**src/design/nsst_pkg.sv**
```systemverilog
// Package for the top-N sorted score table.
// Holds widths, command codes and the control beat shared by the top level and cells.
// No dependencies.
`timescale 1ns / 1ps

package nsst_pkg;

    localparam int SCORE_W        = 16;
    localparam int RANK_W         = 4;
    localparam int CMD_W          = 2;
    localparam int TABLE_SIZE_DEF = 8;

    typedef enum logic [CMD_W-1:0] {
        CMD_INSERT = 2'd0,
        CMD_CHECK  = 2'd1,
        CMD_READ   = 2'd2,
        CMD_CLEAR  = 2'd3
    } cmd_t;

    // Broadcast from the top level to every cell.
    typedef struct packed {
        logic                shift_en;  // a qualifying insert this cycle
        logic                clear;     // empty the table
        logic [SCORE_W-1:0]  score;     // value being inserted
    } cell_ctrl_t;

endpackage

```
**src/design/nsst_cell.sv**
```systemverilog
// One slot of the sorted score table.
// Holds one entry and compares it against the broadcast score; depends on nsst_pkg.
`timescale 1ns / 1ps

module nsst_cell
(
    input  logic                          clk,
    input  logic                          rst_n,
    input  nsst_pkg::cell_ctrl_t          ctrl,
    input  logic [nsst_pkg::SCORE_W-1:0]  prev_value,
    input  logic                          prev_gt,
    output logic [nsst_pkg::SCORE_W-1:0]  value,
    output logic                          gt
);

    logic [nsst_pkg::SCORE_W-1:0] value_reg;
    logic [nsst_pkg::SCORE_W-1:0] value_next;

    // Empty slots hold zero and scores that enter are nonzero, so no fill mask is needed.
    assign gt    = (value_reg > ctrl.score);
    assign value = value_reg;

    always_comb
    begin
        value_next = value_reg;
        if (ctrl.clear)
        begin
            value_next = '0;
        end
        else if (ctrl.shift_en && !gt)
        begin
            // Take the new score at the boundary, otherwise shift down from the neighbor.
            value_next = prev_gt ? ctrl.score : prev_value;
        end
    end

    always_ff @(posedge clk or negedge rst_n)
    begin
        if (!rst_n)
        begin
            value_reg <= '0;
        end
        else
        begin
            value_reg <= value_next;
        end
    end

endmodule

```
**src/design/top_n_sorted_score_table.sv**
```systemverilog
// Top level of the top-N sorted score table.
// Builds a chain of nsst_cell slots and registers one result per command; uses nsst_pkg.
`timescale 1ns / 1ps

// Channel  | Ports                                   | Handshake
// ---------+-----------------------------------------+---------------------------------
// command  | start, busy, command, score, rank       | beat taken when start & !busy
// result   | done, placed_rank, qualifies,           | one-cycle strobe on done,
//          | entry_value                             | no backpressure
//
// Commands never stall: the table is a row of TABLE_SIZE cells that each
// compare their entry with the score in parallel and shift toward the tail in the
// same edge, so busy stays low and a new beat may follow every cycle.
// The result appears on the cycle after the beat is taken and holds until the next beat.
// Reset clears every cell to zero (empty table) and drops done.
// The fill count is implied by the cells: a slot is filled exactly when it is nonzero.

module top_n_sorted_score_table
#(
    parameter int TABLE_SIZE = nsst_pkg::TABLE_SIZE_DEF
)
(
    input  logic                          clk,
    input  logic                          rst_n,
    input  logic                          start,
    output logic                          busy,
    input  logic [nsst_pkg::CMD_W-1:0]    command,
    input  logic [nsst_pkg::SCORE_W-1:0]  score,
    input  logic [nsst_pkg::RANK_W-1:0]   rank,
    output logic                          done,
    output logic [nsst_pkg::RANK_W-1:0]   placed_rank,
    output logic                          qualifies,
    output logic [nsst_pkg::SCORE_W-1:0]  entry_value
);

    localparam int POS_W = $clog2(TABLE_SIZE + 1);
    localparam int SUM_W = POS_W + nsst_pkg::RANK_W;

    nsst_pkg::cmd_t        cmd;
    nsst_pkg::cell_ctrl_t  ctrl;

    logic [nsst_pkg::SCORE_W-1:0] cell_value [TABLE_SIZE];
    logic [TABLE_SIZE-1:0]        cell_gt;

    logic                          accept;
    logic                          qual;
    logic [POS_W-1:0]              pos;
    logic [SUM_W-1:0]              rank_sum;
    logic [nsst_pkg::SCORE_W-1:0]  read_value;

    logic                          done_reg;
    logic [nsst_pkg::RANK_W-1:0]   placed_rank_reg;
    logic                          qualifies_reg;
    logic [nsst_pkg::SCORE_W-1:0]  entry_value_reg;

    logic [nsst_pkg::RANK_W-1:0]   placed_rank_next;
    logic                          qualifies_next;
    logic [nsst_pkg::SCORE_W-1:0]  entry_value_next;

    assign busy   = 1'b0;
    assign accept = start && !busy;
    assign cmd    = nsst_pkg::cmd_t'(command);

    // A nonzero score enters when it beats the tail; an empty tail reads as zero.
    assign qual = (score != '0) && (score > cell_value[TABLE_SIZE-1]);

    assign ctrl.shift_en = accept && (cmd == nsst_pkg::CMD_INSERT) && qual;
    assign ctrl.clear    = accept && (cmd == nsst_pkg::CMD_CLEAR);
    assign ctrl.score    = score;

    // Advance data down the chain: each cell sees its upstream neighbor.
    generate
        for (genvar i = 0; i < TABLE_SIZE; i++)
        begin : g_cell
            if (i == 0)
            begin : g_head
                nsst_cell u_cell
                (
                    .clk        (clk),
                    .rst_n      (rst_n),
                    .ctrl       (ctrl),
                    .prev_value (score),
                    .prev_gt    (1'b1),
                    .value      (cell_value[i]),
                    .gt         (cell_gt[i])
                );
            end
            else
            begin : g_body
                nsst_cell u_cell
                (
                    .clk        (clk),
                    .rst_n      (rst_n),
                    .ctrl       (ctrl),
                    .prev_value (cell_value[i-1]),
                    .prev_gt    (cell_gt[i-1]),
                    .value      (cell_value[i]),
                    .gt         (cell_gt[i])
                );
            end
        end
    endgenerate

    // Encode the insert position: the one cell where the greater-than prefix ends.
    always_comb
    begin
        pos = '0;
        for (int i = 0; i < TABLE_SIZE; i++)
        begin
            if (((i == 0) || cell_gt[(i == 0) ? 0 : i-1]) && !cell_gt[i])
            begin
                pos = pos | POS_W'(i);
            end
        end
    end

    assign rank_sum = SUM_W'(pos) + SUM_W'(1);

    // Select the entry for a read; rank zero or beyond the table matches no cell.
    always_comb
    begin
        read_value = '0;
        for (int i = 0; i < TABLE_SIZE; i++)
        begin
            if (32'(rank) == (i + 1))
            begin
                read_value = cell_value[i];
            end
        end
    end

    always_comb
    begin
        placed_rank_next = '0;
        qualifies_next   = 1'b0;
        entry_value_next = '0;
        unique case (cmd)
            nsst_pkg::CMD_INSERT:
            begin
                qualifies_next = qual;
                if (qual)
                begin
                    placed_rank_next = rank_sum[nsst_pkg::RANK_W-1:0];
                end
            end
            nsst_pkg::CMD_CHECK:
            begin
                qualifies_next = qual;
            end
            nsst_pkg::CMD_READ:
            begin
                entry_value_next = read_value;
            end
            nsst_pkg::CMD_CLEAR:
            begin
                placed_rank_next = '0;
            end
            default:
            begin
                placed_rank_next = '0;
            end
        endcase
    end

    // Register the done strobe from the accepted beat.
    always_ff @(posedge clk or negedge rst_n)
    begin
        if (!rst_n)
        begin
            done_reg <= 1'b0;
        end
        else
        begin
            done_reg <= accept;
        end
    end

    always_ff @(posedge clk)
    begin
        if (accept)
        begin
            placed_rank_reg <= placed_rank_next;
            qualifies_reg   <= qualifies_next;
            entry_value_reg <= entry_value_next;
        end
    end

    assign done        = done_reg;
    assign placed_rank = placed_rank_reg;
    assign qualifies   = qualifies_reg;
    assign entry_value = entry_value_reg;

endmodule
```
**config.mk**
```make
export PLATFORM = sky130hd
export DESIGN_NAME = top_n_sorted_score_table
export DESIGN_NICKNAME = d
export VERILOG_FILES = /design/src/design/nsst_pkg.sv /design/src/design/nsst_cell.sv /design/src/design/top_n_sorted_score_table.sv
export SDC_FILE = /design/constraint.sdc
export NUM_CORES = 1
export LEC_CHECK = 0
export ABC_AREA = 1
export BUFFER_PORTS_ARGS = -buffer_cell sky130_fd_sc_hd__buf_2
export CORE_UTILIZATION = 25
export DETAILED_ROUTE_END_ITERATION = 8
export MAX_ROUTING_LAYER = met4
export PLACE_DENSITY = 0.38
export SETUP_SLACK_MARGIN = 0.4
export SYNTH_ARGS = -nofsm -noshare
export SYNTH_HDL_FRONTEND = slang
export SYNTH_SLANG_ARGS = --single-unit
```
**constraint.sdc**
```tcl
create_clock -name clk -period 6.16 [get_ports clk]
set_input_delay 0.616 -clock clk [delete_from_list [all_inputs] [get_ports clk]]
set_output_delay 0.616 -clock clk [all_outputs]
set_load 0.03 [all_outputs]
```
==> results.toml, run 1 <==
[run_status]
status = "completed"

[synth]
synthArstFlopShare_pct = 86.0
netlist_instances = 1433
ys.flop_type = "dfrtp_1"
synthMuxAreaShare_pct = 0
synthAdderAreaFrac_pct = 14.9
synth_cell_types = 42
yosys.area.top_type = "dfrtp_1"
synth-simple-area-share_pct = 22.4
seq_area_frac_synth_pct = 35.5
synth_fp_nets = 1587
ys_warn_count = 0
synth-edff-count = 21
ys_ff_latch = 150
syn_area_per_cell_um2 = 7.58
syn-cell-area_um2 = 10900
synth_top_family_by_area = "simple AND/OR/NAND/NOR gates"
synth_compound_area_share_pct = 19.0
synth_top_area_share_pct = 29.7
synthTopCellsByArea = "dfrtp_1, ha_1, nand2_1"
yosys.area_share.xor_xnor_pct = 0

[place]
port-buffer-count = 46
routabilityCongestion = 0.840
place_area_um2 = 11700
post-dp-hpwl_um = 32100

[layout]
drive_above_1_share_pct = 8.48
fill_cells = 4679
stdcell_area_um2 = 12400
final_common_cell = "nand2_1"
num-nets-final = 1615
mostFrequentLayoutCells = "nand2_1, inv_1, o21ai_0"
syn2layout_area_growth_pct = 14.2
largest_reg_flops = 112

[clock_network]
cts_tree = "done"
ctsLongestPathBuffers = 2
cts.clk_slew.worst_paths_ns = 0.06
clkSinkCount = 150
ctsHoldBuffers = 0
post_cts_resized = 0
clkLatencyLatePin_ns = 0.46
h-tree-depth = 4
cts_root_buffer = "clkbuf_16"
cts_setup_buffers = 0
numCtsBuffers = 17

[floorplanning]
start_util_pct = 25.6
dieArea_um2 = 44300
io_pins = 48
coreArea_um2 = 42400
die_w_um = 210
die_y_um = 210
rows = 75

[setup_path]
path_class = "input pin to register"
cp-end-kind = "register"
r2r-start = "g_cell[0].g_head.u_cell.value[15]"
crit_start = "score[15]"
max_stage_delay_ns = 0.51
crit_fanout = 18
critPathSlowestCell = "a21oi_4"
cp.required_ns = 6.37
cp.arrival_ns = 3.83
worst_setup_path_start_kind = "input pin"
worstPathCellList = "buf_2, inv_1, ha_1, nand2_1, nor2_1, nand4_1, inv_1, nand2_1, a21oi_4, buf_4, nand2_1, nand4_1, ha_1, inv_1, nor2_1, nor2_1"

[timing]
fmaxAchievable_mhz = 276
min_period_ns = 3.62
clock_skew_ns = 0.0116
fin_crit_sh_pct = 58.8
fin_tns_setup_ns = 0
hold_viol = 0
tightest_slew_ns = 1.13
drv_slew = 0
setup_violations = 0
rsz0062_at_grt = "no"
slew_headroom_pct = 24.2

[grt]
gr-total-overflow = 0
antenna_found_initial = 1
grt_pass1_wl_um = 66000
grt_max_degree = 82
grt_pass1_vias = 9936
grt.total_usage_pct = 20.9

[routing]
wl_per_cell_um = 21.2
avgViaCountPerCell = 4.87
drtAntennaViolNets = 0
drcViolationCount = 0
drt_iter0_drc = 739
vias = 9990
wl_um = 43400
firstDrtPassIters = 5

[run]
maxCapViolCount = 0

[pwr]
peakVddDrop_mv = 0.191
p_leak_uw = 0.00598
powerDensity_nw_per_um2 = 417

[worst_hold_path]
hold_path.class = "input pin to asynchronous set/reset pin"
-- power breakdown --
group	leakage (µW)	internal (µW)	switching [µW]	total, µW
Clock	0.000319	768	494	1260
Sequential	0.00195	1360	363	1720
Combinational	0.00371	716	1470	2190
Total	0.00598	2840	2330	5170
-- final timing paths --
kind,endpoint,slack [ns],cells past startpoint
min in group clk,g_cell[0].g_head.u_cell.value[10],0.46,3
worst min-delay path,g_cell[3].g_body.u_cell.value[12],0.22,1
worst max-delay path,placed_rank[2],2.54,16
max in group asynchronous,g_cell[5].g_body.u_cell.value[1],4.70,2
worst max register to register,placed_rank[2],2.83,14
worst min register to register,g_cell[7].g_body.u_cell.value[0],0.52,2
-- kinds of logic after synthesis --
group           count (synthesis)
simple gates                  579
fa+ha+maj                     129
flops                         150
buf+inv                       222
other cells                     1
compound gates                352
-- critical path: cells and delay by family --
family | cells | cell delay, ns
adder cells (fa/ha/maj) | 2 | 0.58
AO/OA/AOI/OAI | 1 | 0.51
buffers and inverters | 5 | 0.92
AND/OR/NAND/NOR | 8 | 1.17
-- metal layers --
metal	wire, µm	track usage, %	up-vias	part of all wire (%)
li1	-	-	4919	-
met1	21400	28.8	4789	49
met2	19200	31.8	240	44
met3	1810	3.10	42	4.2
met4	998	6.00	0	2.3
met5	0	-	-	0
-- Yosys cell counts, drive strengths merged, types with 7 or more instances --
cell,n
buf,23
nand3,65
nor2,65
clkbuf,34
edfxtp,21
ha,129
dfrtp,129
a21oi,73
nor4,7
o22ai,16
inv,165
o211ai,63
nand4,23
o21ai,175
nand2,415
-- layout make-up --
class	instances	area (µm²)	area share, %
Antenna cell	1	2.50	0.0202
Multi-Input combinational cell	1061	6130	49.5
Clock buffer	18	439	3.54
Sequential cell	150	3860	31.1
Timing Repair Buffer	66	387	3.12
Inverter	165	619	5.00
Tap cell	577	722	5.83
Clock inverter	14	230	1.86
-- metrics by stage --
step | hold slack [ns] | worst slack, ns | utilization, % | power (µW) | instances
3_5_place_dp | 0.510 | 2.14 | 27.6 | 3920 | 2019
3_3_place_gp | 0.506 | 2.13 | 27.6 | 3940 | 2019
5_1_grt | 0.290 | 2.32 | 29.2 | 5600 | 2052
2_1_floorplan | 0.320 | 3.54 | - | 3120 | 1433
6_report | 0.223 | 2.54 | 29.2 | 5170 | 2052
4_1_cts | 0.277 | 2.57 | 29.2 | 5190 | 2051
Power figures use the tool's default switching activity.
==> run 2, diff against run 1 <==
==> constraint.sdc (replaced) <==
create_clock -name clk -period 3.68 [get_ports clk]
set_input_delay 0.368 -clock clk [delete_from_list [all_inputs] [get_ports clk]]
set_output_delay 0.368 -clock clk [all_outputs]
set_load 0.03 [all_outputs]
==> results.toml, run 2 (same netlist as run 1, synthesis figures left out) <==
[run_status]
status = "completed"

[clock_network]
post_cts_resized = 0
clkSinkCount = 150
ctsHoldBuffers = 0
numCtsBuffers = 17
ctsLongestPathBuffers = 2
cts_root_buffer = "clkbuf_16"
cts_setup_buffers = 0
clkLatencyLatePin_ns = 0.46
cts_tree = "done"
h-tree-depth = 4
cts.clk_slew.worst_paths_ns = 0.07

[grt]
grt_pass1_vias = 9809
gr-total-overflow = 0
grt.total_usage_pct = 19.8
grt_max_degree = 81
antenna_found_initial = 0
grt_pass1_wl_um = 62500

[setup_path]
r2r_setup_slack_ns = 0.86
cp-end-kind = "register"
max_stage_delay_ns = 0.50
path_class = "input pin to register"
worstPathCellList = "buf_2, inv_1, ha_1, a21oi_1, o21a_1, nand2_1, nand2_2, nand4_4, buf_4, nor2_4, nand2_1, o21ai_0"
cp.arrival_ns = 3.31
cpMostUsedCell = "nand2_1"
crit_fanout = 16
worst_setup_path_start_kind = "input pin"
critPathSlowestCell = "nor2_4"
cp.required_ns = 4.04

[timing]
hold_viol = 0
fin_tns_setup_ns = 0
fin_crit_sh_pct = 80.2
clock_skew_ns = 0.0109
slew_headroom_pct = 36.1
fmaxAchievable_mhz = 339
rsz0062_at_grt = "no"
drv_slew = 0
tightest_slew_ns = 0.957
setup_violations = 0
min_period_ns = 2.95

[pwr]
powerDensity_nw_per_um2 = 664
p_clk_share_pct = 23.1
peakVddDrop_mv = 0.319
p_seq_share_pct = 34.3
pwr-share-comb_pct = 42.6
p_sw_share_pct = 43.9
p_leak_uw = 0.00609
p_switching_uw = 3650
p_int_uw = 4670

[layout]
antenna_cells = 0
syn2layout_area_growth_pct = 15.4
num-nets-final = 1639
final_core_util_pct = 29.5
mostFrequentLayoutCells = "nand2_1, inv_1, o21ai_0"
final_common_cell = "nand2_1"
largest_reg_flops = 112
drive_above_1_share_pct = 9.75

[place]
post-dp-hpwl_um = 31100
routabilityCongestion = 0.859
port-buffer-count = 46

[worst_hold_path]
hold_path.class = "input pin to asynchronous set/reset pin"

[floorplanning]
coreArea_um2 = 42400
die_w_um = 210
io_pins = 48
rows = 75
dieArea_um2 = 44300
die_y_um = 210
start_util_pct = 25.6

[routing]
avgViaCountPerCell = 4.77
drtAntennaViolNets = 0
drcViolationCount = 0
vias = 9905
wl_per_cell_um = 19.6
firstDrtPassIters = 5
wl_um = 40700
drt_iter0_drc = 670

[run]
maxCapViolCount = 0
[run 2: changes by cell type in the layout (fill, tap and decap cells not counted), moves of 2 or more]
| cell | delta |
|---|---|
| clkinv_2 | +2 |
| clkbuf_1 | +2 |
| bufinv_16 | -3 |
| clkbuf_8 | +2 |
| clkinvlp_4 | -2 |
| buf_4 | +23 |
[run 2: final timing paths]
kind	from	to	depth (start not counted)
setup / recovery	score[7]	g_cell[0].g_head.u_cell.value[2]	12
hold / removal	rst_n	g_cell[1].g_body.u_cell.value[10]	1
setup reg to reg	g_cell[7].g_body.u_cell.value[15]	g_cell[0].g_head.u_cell.value[2]	9
hold reg to reg	g_cell[7].g_body.u_cell.value[0]	g_cell[7].g_body.u_cell.value[0]	2
max in group asynchronous	rst_n	g_cell[6].g_body.u_cell.value[9]	2
min in group clk	score[10]	g_cell[0].g_head.u_cell.value[10]	3
[run 2: per-layer routing]
layer / vias to the layer above / part of all wire, % / global-route usage (%)
li1: 4961 / - / -
met1: 4719 / 49 / 26.6
met2: 191 / 45 / 30.9
met3: 34 / 3.9 / 3.14
met4: 0 / 1.4 / 4.80
met5: - / 0 / -
[run 2: layout make-up]
type                            count  area (µm²)
Clock buffer                       23         499
Clock inverter                      9         123
Timing Repair Buffer               90         579
Fill cell                        4730       29900
Sequential cell                   150        3860
Tap cell                          577         722
Inverter                          165         619
Multi-Input combinational cell   1061        6130
[run 2: critical path, delay by kind of cell]
family	cells	cell delay, ns
AO/OA/AOI/OAI	3	0.48
AND/OR/NAND/NOR	5	1.15
adder cells (fa/ha/maj)	1	0.35
buffers and inverters	3	0.95
[run 2: metrics by stage]
stage / hold slack (ns) / area [µm²] / power (µW) / setup slack, ns / cells
after floorplan: 0.0724 / 10900 / 5220 / 1.31 / 1433
after global placement: 0.496 / 11900 / 6440 / 0.194 / 2043
after detailed placement: 0.516 / 11900 / 6440 / 0.262 / 2043
after CTS: 0.0231 / 12500 / 8410 / 0.746 / 2075
after global routing: 0.0604 / 12500 / 9090 / 0.471 / 2075
final: 0.00559 / 12500 / 8320 / 0.729 / 2075
[run 2: power by group through the flow]
| stage | registers, µW | clock network (µW) | logic (µW) |
|---|---|---|---|
| 3_5_place_dp | 2880 | 0 | 3560 |
| 4_1_cts | 2850 | 1990 | 3570 |
| 3_3_place_gp | 2890 | 0 | 3550 |
| 5_1_grt | 2930 | 2040 | 4120 |
| 2_1_floorplan | 2720 | 0 | 2500 |
| 6_report | 2850 | 1920 | 3540 |
